===== src/rtl/chm_pkg.sv =====
// Shared constants, codes, types and helper functions for the hash map engine.
`default_nettype none

package chm_pkg;

  localparam int NODE_COUNT   = 256;
  localparam int BUCKET_COUNT = 512;
  localparam int NODE_AW      = $clog2(NODE_COUNT);
  localparam int LINK_W       = $clog2(NODE_COUNT + 1);
  localparam int BKT_AW       = $clog2(BUCKET_COUNT);

  localparam logic [63:0] FNV_BASIS    = 64'hCBF2_9CE4_8422_2325;
  // The prime is 2^40 + 0x1B3, so one multiply is a shift plus a narrow product.
  localparam logic [8:0]  FNV_PRIME_LO = 9'h1B3;
  localparam int          FNV_SHIFT    = 40;

  localparam logic [1:0] KIND_ADD    = 2'd0;
  localparam logic [1:0] KIND_UPDATE = 2'd1;
  localparam logic [1:0] KIND_LOOKUP = 2'd2;
  localparam logic [1:0] KIND_REMOVE = 2'd3;

  localparam logic [2:0] ST_ADDED     = 3'd0;
  localparam logic [2:0] ST_UPDATED   = 3'd1;
  localparam logic [2:0] ST_FOUND     = 3'd2;
  localparam logic [2:0] ST_REMOVED   = 3'd3;
  localparam logic [2:0] ST_EXISTS    = 3'd4;
  localparam logic [2:0] ST_NOT_FOUND = 3'd5;
  localparam logic [2:0] ST_FULL      = 3'd6;

  typedef struct packed {
    logic       load;
    logic       hash_step;
    logic       head_rd;
    logic       head_take;
    logic       node_rd;
    logic       advance;
    logic       alloc;
    logic       pop;
    logic       ins;
    logic       upd;
    logic       unlink;
    logic       push;
    logic       out_load;
    logic [2:0] code;
  } chm_cmd_t;

  typedef struct packed {
    logic       clr_busy;
    logic       hash_done;
    logic       link_zero;
    logic       match;
    logic       full;
    logic       free_empty;
    logic       out_free;
    logic [1:0] kind;
  } chm_sts_t;

  typedef struct packed {
    logic [63:0] hash;
    logic [63:0] key;
    logic [3:0]  klen;
  } chm_key_ent_t;

  function automatic logic [63:0] byte_mask(input logic [3:0] len);
    logic [63:0] m;
    m = '0;
    for (int i = 0; i < 8; i++) begin
      m[8*i +: 8] = (4'(i) < len) ? 8'hFF : 8'h00;
    end
    return m;
  endfunction

  function automatic logic [63:0] fnv_step(input logic [63:0] h, input logic [7:0] b);
    logic [63:0] p;
    p = h ^ {56'd0, b};
    return (p << FNV_SHIFT) + (p * {55'd0, FNV_PRIME_LO});
  endfunction

endpackage

`default_nettype wire


===== src/rtl/chm_ctrl.sv =====
// Sequencing state machine for the hash map engine.
`default_nettype none

module chm_ctrl import chm_pkg::*; (
  input  wire logic     clk,
  input  wire logic     rst_n,
  input  wire logic     in_valid,
  output logic          in_stall,
  input  wire chm_sts_t sts,
  output chm_cmd_t      cmd
);

  localparam logic [3:0] S_IDLE   = 4'd0;
  localparam logic [3:0] S_HASH   = 4'd1;
  localparam logic [3:0] S_HEADW  = 4'd2;
  localparam logic [3:0] S_WALK   = 4'd3;
  localparam logic [3:0] S_CMP    = 4'd4;
  localparam logic [3:0] S_ALLOC  = 4'd5;
  localparam logic [3:0] S_POP    = 4'd6;
  localparam logic [3:0] S_INS    = 4'd7;
  localparam logic [3:0] S_UPD    = 4'd8;
  localparam logic [3:0] S_UNLINK = 4'd9;
  localparam logic [3:0] S_PUSH   = 4'd10;
  localparam logic [3:0] S_DONE   = 4'd11;

  logic [3:0] state_r, state_nxt;
  logic [2:0] code_r, code_nxt;

  assign in_stall = !((state_r == S_IDLE) && !sts.clr_busy);

  always_comb begin
    state_nxt = state_r;
    code_nxt  = code_r;
    cmd       = '0;
    cmd.code  = code_r;
    unique case (state_r)
      S_IDLE: begin
        if (in_valid && !in_stall) begin
          cmd.load  = 1'b1;
          state_nxt = S_HASH;
        end
      end
      S_HASH: begin
        if (sts.hash_done) begin
          cmd.head_rd = 1'b1;
          state_nxt   = S_HEADW;
        end else begin
          cmd.hash_step = 1'b1;
        end
      end
      S_HEADW: begin
        cmd.head_take = 1'b1;
        state_nxt     = S_WALK;
      end
      S_WALK: begin
        if (sts.link_zero) begin
          if (sts.kind == KIND_ADD || sts.kind == KIND_UPDATE) begin
            if (sts.full) begin
              code_nxt  = ST_FULL;
              state_nxt = S_DONE;
            end else begin
              state_nxt = S_ALLOC;
            end
          end else begin
            code_nxt  = ST_NOT_FOUND;
            state_nxt = S_DONE;
          end
        end else begin
          cmd.node_rd = 1'b1;
          state_nxt   = S_CMP;
        end
      end
      S_CMP: begin
        if (sts.match) begin
          unique case (sts.kind)
            KIND_ADD: begin
              code_nxt  = ST_EXISTS;
              state_nxt = S_DONE;
            end
            KIND_UPDATE: state_nxt = S_UPD;
            KIND_LOOKUP: begin
              code_nxt  = ST_FOUND;
              state_nxt = S_DONE;
            end
            default: state_nxt = S_UNLINK;
          endcase
        end else begin
          cmd.advance = 1'b1;
          state_nxt   = S_WALK;
        end
      end
      S_ALLOC: begin
        cmd.alloc = 1'b1;
        state_nxt = sts.free_empty ? S_INS : S_POP;
      end
      S_POP: begin
        cmd.pop   = 1'b1;
        state_nxt = S_INS;
      end
      S_INS: begin
        cmd.ins   = 1'b1;
        code_nxt  = ST_ADDED;
        state_nxt = S_DONE;
      end
      S_UPD: begin
        cmd.upd   = 1'b1;
        code_nxt  = ST_UPDATED;
        state_nxt = S_DONE;
      end
      S_UNLINK: begin
        cmd.unlink = 1'b1;
        state_nxt  = S_PUSH;
      end
      S_PUSH: begin
        cmd.push  = 1'b1;
        code_nxt  = ST_REMOVED;
        state_nxt = S_DONE;
      end
      S_DONE: begin
        if (sts.out_free) begin
          cmd.out_load = 1'b1;
          state_nxt    = S_IDLE;
        end
      end
      default: state_nxt = S_IDLE;
    endcase
  end

  always_ff @(posedge clk) begin
    if (!rst_n) begin
      state_r <= S_IDLE;
      code_r  <= ST_ADDED;
    end else begin
      state_r <= state_nxt;
      code_r  <= code_nxt;
    end
  end

endmodule

`default_nettype wire


===== config.mk =====
export PLATFORM = sky130hd
export DESIGN_NAME = chm_ctrl
export DESIGN_NICKNAME = d
export VERILOG_FILES = /design/src/rtl/chm_pkg.sv /design/src/rtl/chm_ctrl.sv
export SDC_FILE = /design/constraint.sdc
export NUM_CORES = 1
export LEC_CHECK = 0
export ABC_AREA = 1
export BUFFER_PORTS_ARGS = -buffer_cell sky130_fd_sc_hd__buf_4
export CAP_MARGIN = 25
export CORE_MARGIN = 2
export CORE_UTILIZATION = 40
export CTS_BUF_LIST = sky130_fd_sc_hd__clkbuf_8 sky130_fd_sc_hd__clkbuf_16
export DETAILED_ROUTE_END_ITERATION = 8
export PLACE_DENSITY = 0.68
export SYNTH_ARGS = -nofsm -noshare
export SYNTH_HDL_FRONTEND = slang
export SYNTH_SLANG_ARGS = --single-unit

===== constraint.sdc =====
create_clock -name clk -period 1.71 [get_ports clk]
set_input_delay 0.342 -clock clk [delete_from_list [all_inputs] [get_ports clk]]
set_output_delay 0.342 -clock clk [all_outputs]
set_load 0.005 [all_outputs]

==> results of run 1 <==
==> state kept, by name (all words and copies together) (netlist names) <==
register and flops:
code_r 3, state_r 4
==> timing repair <==
item / in CTS / in global routing
gates resized for setup: 1 / 4
buffers inserted: 0 / 0
setup endpoints to repair: 1 / 3
==> layer usage <==
layer	share of wire	up-vias
met5	0	-
met4	0.017	0
met3	0.049	5
met2	0.45	17
met1	0.48	328
li1	-	419
==> worst max path at each step <==
| stage | cells after the start | startpoint | slack [ns] | to |
|---|---|---|---|---|
| after global placement | 6 | state_r[2] | 0.27 | cmd[14] |
| after CTS | 5 | state_r[3] | 0.09 | cmd[3] |
| after global routing | 5 | state_r[2] | 0.02 | cmd[7] |
| final | 5 | state_r[2] | 0.09 | cmd[7] |
| after detailed placement | 6 | state_r[2] | 0.24 | cmd[14] |
| after floorplan | 5 | state_r[2] | 0.46 | cmd[14] |
==> area by class of cell <==
class / count / area, um2
inverters: 27 / 103
fillers: 146 / 572
flip-flops and latches: 7 / 143
multi-input cells: 82 / 432
repair buffers: 28 / 210
well taps: 16 / 20.0
clock buffers: 3 / 41.3
clock inverters: 1 / 3.75
==> power breakdown <==
part,leakage (nW),total (mW),switching (mW),internal [mW]
logic,0.490,0.206,0.115,0.0915
clock network,0.0269,0.237,0.0807,0.156
registers,0.0576,0.199,0.0212,0.178
==> worst max-delay path, cell delays in order (launching register included) <==
cell	delay [ns]
dfxtp_1	0.43
inv_1	0.12
nor2_1	0.23
nand2_4	0.09
inv_1	0.07
buf_4	0.10
==> cells in the final DEF (no fill, tap or decap) <==
cell	n
a21oi_1	4
a21oi_2	1
a31oi_1	2
buf_4	28
clkbuf_8	3
clkinv_2	1
dfxtp_1	5
dfxtp_2	2
inv_1	25
inv_2	2
nand2_1	27
nand2_2	4
nand2_4	4
nand3_1	11
nand3_2	1
nor2_1	14
nor2_2	5
nor2_4	4
nor3_1	4
o21ai_0	1
==> logic make-up after synthesis <==
kind of cell | count (synthesis) | synth area share
AO/OA/AOI/OAI | 8 | 0.0697
buffers and inverters | 27 | 0.154
flip-flops | 7 | 0.211
AND/OR/NAND/NOR | 74 | 0.565
==> through the flow <==
stage          instance area (um2)  setup WS, ns  hold WS, ns
6_report                       952        0.0940        0.369
5_1_grt                        952        0.0209        0.382
4_1_cts                        942        0.0917        0.372
3_5_place_dp                   895         0.239        0.518
3_3_place_gp                   895         0.268        0.515
2_1_floorplan                  664         0.462        0.477
==> impl_metrics.ini, run 1 <==
[synth]
synth_area_um2 = 664
yosysTopAreaCellShare = 0.211
synth-edff-count = 0
avgSynthCellArea_um2 = 5.73
ys_async_sr_fraction = 0
synth_cells = 116
synth.area.top_cells = dfxtp_1, nand2_1, inv_1
ys_seq_elements = 7
yosysUniqueCellTypes = 17
yosysMostFrequentCell = nand2_1
synth_commonest_cells = nand2_1, inv_1, nor2_1
ys_warn_count = 0
ys_seq_area_frac = 0.211
syn_nets = 128
yosysTopAreaCell = dfxtp_1
ys.flop_type = dfxtp_1

[grt]
grt_pass1_wl_um = 2750
antenna_found_initial = 0
grt_max_degree = 8
use_met2 = 0.287
grtUsageTotal = 0.189
busiest_layer = met2
use_met3 = 0.0360
grt_use_met1 = 0.257
grt_pass1_vias = 630
grt_overflow = 0

[detailed_routing]
vias = 769
drt-vias-per-instance = 4.69
ant_nets = 0
drc_errors = 0
totalWireLength_um = 1680
avgRoutedWirePerCell_um = 10.2
dr.pass1.iters = 4
drtIter0Drc = 9

[clocking]
cts_root_buf = clkbuf_8
tritoncts = yes
insertion_delay_ns = 0.23
numCtsBuffers = 3
path_clk_slew_ns = 0.04
cts.sinks = 7
cts_buffer_depth = 2
cts_hold_buffers = 0
htree_levels = 1

[run]
maxCapViolCount = 0

[floorplanning]
start_util = 0.436
die_area_mm2 = 0.00200
num_io_pins = 29
core_area_mm2 = 0.00152
num_rows = 14
die_w_um = 44.8
die_y_um = 44.8

[final_layout]
finalNonFillerCells = 164
nNetsFinal = 161
antennaDiodeCount = 0
syn_to_final_growth_pct = 43.3
drive_gt1_frac = 0.372
final_util = 0.625

[place]
hpwl_um = 1400
place_inst = 160
gp_congestion = 0.847
io_buffer_count = 28

[power]
powerDensity_mw_per_mm2 = 675
finalPower_mw = 0.642
ir_drop_mv = 0.519
p_leak_nw = 0.575

[sta]
fin_crit_ns = 1.62
relSlewSlack = 0.831
fin_skew_ns = 0.00182
fmax_ghz = 0.619
tns_ns = 0
hold_viol = 0
maxSlewViolCount = 0
finalCritPeriodShare = 0.945
rsz0062_at_grt = false
timing_worst_slew_pin_value_ns = 0.253
setup_viol_count_final = 0

[critical_path]
path_class = flop to primary output
reg2reg_depth = 9
worstPathArrival_ns = 1.27
crit_required_ns = 1.37
r2r_setup_slack_ns = 0.29
startpoint_type = flop
reg2reg_to = code_r[1]
worstPathMaxFanout = 5
endpoint_kind = primary output
timing.rr.start = state_r[2]

[worst_hold_path]
holdPathStages = 3
holdPathEnd = code_r[1]
hold_class = primary input to flop
worstHoldStart = rst_n

[status]
outcome = finished clean
Power figures use the tool's default switching activity.
==> run 2, diff against run 1 <==
- ABC_AREA: 1 -> 0
==> impl_metrics.ini, run 2 <==
[detailed_routing]
vias = 865
top_layer = met4
drtIter0Drc = 39
ant_nets = 0
dr_wl_met3_um = 139
drt-met1-wl_um = 965
dr.pass1.iters = 4
drc_errors = 0
drt-vias-per-instance = 5.73
avgRoutedWirePerCell_um = 14.3
totalWireLength_um = 2170
wl_met2_um = 1040

[synth]
ys_seq_area_frac = 0.209
ys_seq_elements = 7
syn_nets = 114
avgSynthCellArea_um2 = 6.57
yosysTopAreaCell = dfxtp_1
ys_warn_count = 0
synth_cells = 102
yosysMostFrequentCell = nor2_1
synth_commonest_cells = nor2_1, nand2_1, a21oi_1
ys_async_sr_fraction = 0
synth.area.top_cells = dfxtp_1, nor2_1, a21oi_1
synth-edff-count = 0
synth_area_um2 = 671
ys.flop_type = dfxtp_1
yosysTopAreaCellShare = 0.209
yosysUniqueCellTypes = 32

[clocking]
htree_levels = 1
cts_buffer_depth = 2
tritoncts = yes
numCtsBuffers = 3
cts_root_buf = clkbuf_8
cts.sinks = 7
cts_hold_buffers = 0
insertion_delay_ns = 0.23
path_clk_slew_ns = 0.04

[grt]
grt_pass1_vias = 702
grt_pass1_wl_um = 3170
grtUsageTotal = 0.217
antenna_found_initial = 0
grt_overflow = 0
grt_max_degree = 12

[sta]
fin_skew_ns = 0.000946
worst_hold_slack_ns = 0.408
setup_viol_count_final = 0
timing_worst_slew_pin_value_ns = 0.462
maxSlewViolCount = 0
fmax_ghz = 0.597
setup_slack_ns = 0.0342
fin_crit_ns = 1.68
hold_viol = 0
finalCritPeriodShare = 0.980
relSlewSlack = 0.692

[status]
outcome = finished clean

[place]
hpwl_um = 1510
placed_cell_area_um2 = 896
io_buffer_count = 28
gp_congestion = 0.928
place_inst = 143
preCtsSetupSlack_ns = 0.193

[final_layout]
drive_gt1_frac = 0.393
antennaDiodeCount = 0
reg_top3 = state_r: 4 flops, code_r: 3 flops
largest-register = state_r
layout_commonest_cell = buf_4
syn_to_final_growth_pct = 48.1
final_cell_mix = buf_4, nor2_1, nand2_1
nNetsFinal = 148
final_util = 0.644
final_area_um2 = 993
finalNonFillerCells = 151
largest_reg_flops = 4
nFillCells = 159

[floorplanning]
core_area_mm2 = 0.00154
die_y_um = 44.9
die_area_mm2 = 0.00202
start_util = 0.435
num_io_pins = 29
die_w_um = 44.9
num_rows = 14

[critical_path]
reg2reg_depth = 6
crit_buf_inv = 1
endpoint_kind = primary output
worstSetupStartpoint = state_r[0]
worstPathMaxFanout = 7
path_class = flop to primary output
cp.depth = 3
timing.rr.start = state_r[3]
worstPathArrival_ns = 1.33
reg2reg_to = state_r[1]
r2r_setup_slack_ns = 0.20
slowest_delay_ns = 0.35
cp_top_family = simple AND/OR/NAND/NOR gates
crit_required_ns = 1.37
cpMaxStageDelayCell = dfxtp_2
crit_end = in_stall
startpoint_type = flop
worstPathCellList = or2_4 > or3_1 > buf_4

[run]
maxCapViolCount = 0

[power]
p_leak_nw = 0.432
powerDensity_mw_per_mm2 = 1580
ir_drop_mv = 0.808

[worst_hold_path]
hold_class = primary input to flop
run 2: logic make-up after synthesis:
family          count (synthesis)  synth area share
flops                           7             0.209
compound gates                 30             0.297
simple gates                   52             0.388
buf+inv                        12            0.0914
mux                             1            0.0149
run 2: power by group:
part           total [mW]  switching [mW]  leakage, nW  internal, mW
clock network       0.237          0.0811       0.0269         0.156
logic                1.01           0.507        0.347         0.506
registers           0.315          0.0828       0.0588         0.233
run 2: layout make-up:
class | count | area (um2) | share of cell area
clock buffer | 3 | 41.3 | 0.0416
clock inverter | 1 | 3.75 | 0.00378
inverter | 3 | 11.3 | 0.0113
multi-input combinational | 83 | 487 | 0.490
sequential | 7 | 145 | 0.146
tap | 16 | 20.0 | 0.0202
timing repair buffer | 38 | 285 | 0.287
run 2: what timing repair did:
action / CTS / global route
pin swaps: 0 / 1
endpoints found under the setup margin: 2 / 7
resized for setup: 2 / 8
setup buffers: 0 / 4
run 2: through the flow:
stage	total power, mW	setup TNS, ns
global route	1.67	-0.00623
global placement	1.15	0
detailed placement	1.17	0
floorplan	0.885	0
CTS	1.43	-0.0139
finish	1.57	0
run 2: worst min path at each step:
stage | start | slack (ns) | cells after the start | to
after CTS | rst_n | 0.41 | 2 | state_r[3]
after floorplan | code_r[2] | 0.45 | 2 | code_r[2]
after global placement | code_r[2] | 0.44 | 2 | code_r[2]
after global routing | rst_n | 0.41 | 2 | state_r[3]
after detailed placement | code_r[2] | 0.45 | 2 | code_r[2]
final | rst_n | 0.41 | 2 | state_r[3]
run 2: worst reg2reg max path, cell delays in order (launching register included):
cell and delay (ns):
dfxtp_2 0.39, or2_4 0.18, buf_4 0.12, nor2_1 0.03, a222oi_1 0.42, a31oi_1 0.18, nor2b_1 0.13
run 2: per-layer routing:
metal / global-route usage / up-vias
met2: 0.286 / 30
met3: 0.0640 / 2
met4: 0.124 / 0
met5: 0 / -
met1: 0.309 / 402
li1: - / 431
==> run 3, diff against run 2 <==
- CELL_PAD_IN_SITES_DETAIL_PLACEMENT: default -> 2
- CELL_PAD_IN_SITES_GLOBAL_PLACEMENT: default -> 2
- CORE_UTILIZATION: 40 -> 23
- PLACE_DENSITY: 0.68 -> 0.76
- RECOVER_POWER: default -> 100
==> impl_metrics.ini, run 3 (synthesis results as in run 2) <==
[status]
outcome = complete, but fails checks
violations = setup timing

[place]
placed_cell_area_um2 = 922
preCtsSetupSlack_ns = 0.104
gp_congestion = 0.783
io_buffer_count = 28
hpwl_um = 2020

[grt]
antenna_found_initial = 0
grt_overflow = 0
grt_pass1_wl_um = 4580
grt_max_degree = 13
grtUsageTotal = 0.179
grt_pass1_vias = 905

[clocking]
tritoncts = yes
cts.sinks = 7
cts_buffer_depth = 2
path_clk_slew_ns = 0.05
insertion_delay_ns = 0.23
numCtsBuffers = 3
cts_root_buf = clkbuf_8
htree_levels = 1

[sta]
setup_slack_ns = -0.0213
tns_ns = -0.0213
hold_viol = 0
relSlewSlack = 0.717
fin_crit_ns = 1.73
timing_worst_slew_pin_value_ns = 0.425
maxSlewViolCount = 0
finalCritPeriodShare = 1.01
fmax_ghz = 0.578
setup_viol_count_final = 1
fin_skew_ns = 0.00358
rsz0062_at_grt = true

[floorplanning]
die_area_mm2 = 0.00336
die_y_um = 58
num_rows = 19
core_area_mm2 = 0.00276
die_w_um = 58
num_io_pins = 29
start_util = 0.243

[critical_path]
cpMaxStageDelayCell = dfxtp_4
startpoint_type = flop
endpoint_kind = primary output
worstPathMaxFanout = 11
path_class = flop to primary output
worstPathCellList = or2_4 > or3_4 > buf_4
worstPathArrival_ns = 1.39
crit_required_ns = 1.37
slowest_delay_ns = 0.38

[final_layout]
antennaDiodeCount = 0
largest_reg_flops = 4
final_util = 0.368
largest-register = state_r
layout_commonest_cell = buf_4
syn_to_final_growth_pct = 51.5
final_cell_mix = buf_4, nor2_1, nand2_1
reg_top3 = state_r: 4 flops, code_r: 3 flops
final_area_mm2 = 0.00102
nNetsFinal = 147
drive_gt1_frac = 0.381
nFillCells = 337

[detailed_routing]
drc_errors = 0
top_layer = met4
ant_nets = 0
dr.pass1.iters = 4
drtIter0Drc = 30
vias = 886
drt-vias-per-instance = 5.37
drt-met1-wl_um = 1320
totalWireLength_um = 2930
wl_met2_um = 1510
avgRoutedWirePerCell_um = 17.8
dr_wl_met3_um = 86

[power]
ir_drop_mv = 0.615
powerDensity_mw_per_mm2 = 1560
p_leak_nw = 0.425
finalPower_mw = 1.59

[worst_hold_path]
hold_class = primary input to flop

[run]
maxCapViolCount = 0
[run 3: per-layer routing]
metal,track usage,vias up
li1,-,427
met1,0.227,441
met2,0.313,16
met3,0.0335,2
met4,0.0399,0
met5,0,-
[run 3: worst max-delay path, delay by kind of cell (launching register included)]
family	cells	cell delay (ns)
flip-flops	1	0.38
AND/OR/NAND/NOR	2	0.63
buffers and inverters	1	0.14
[run 3: worst paths after layout]
kind | from | to | slack, ns | depth (start not counted)
worst max register to register | state_r[1] | code_r[1] | 0.24 | 6
worst max-delay path | state_r[2] | in_stall | -0.02 | 3
worst min register to register | code_r[0] | code_r[0] | 0.46 | 2
worst min-delay path | rst_n | state_r[3] | 0.41 | 2
[run 3: per-stage QoR]
step / cells / hold slack [ns]
after floorplan: 102 / 0.451
after global placement: 159 / 0.447
after detailed placement: 159 / 0.459
after CTS: 164 / 0.408
after global routing: 165 / 0.420
final: 165 / 0.410
[run 3: report_power, final]
part | total (mW) | switching, mW | internal (mW)
clock network | 0.239 | 0.0828 | 0.156
logic | 1.01 | 0.533 | 0.473
registers | 0.340 | 0.0983 | 0.242
total | 1.59 | 0.714 | 0.871
[run 3: timing repair]
item | CTS | global route
resized for setup | 6 | 7
endpoints found under the setup margin | 4 | 5
buffers inserted | 1 | 1
hold buffers | 0 | 0
pin swaps | 2 | 2
[run 3: area by class of cell]
| cell class | instances | area, um2 | area share |
|---|---|---|---|
| clock buffer | 3 | 41.3 | 0.0406 |
| clock inverter | 1 | 3.75 | 0.00369 |
| inverter | 3 | 11.3 | 0.0111 |
| multi-input combinational | 83 | 494 | 0.486 |
| sequential | 7 | 153 | 0.150 |
| tap | 31 | 38.8 | 0.0382 |
| timing repair buffer | 37 | 274 | 0.270 |
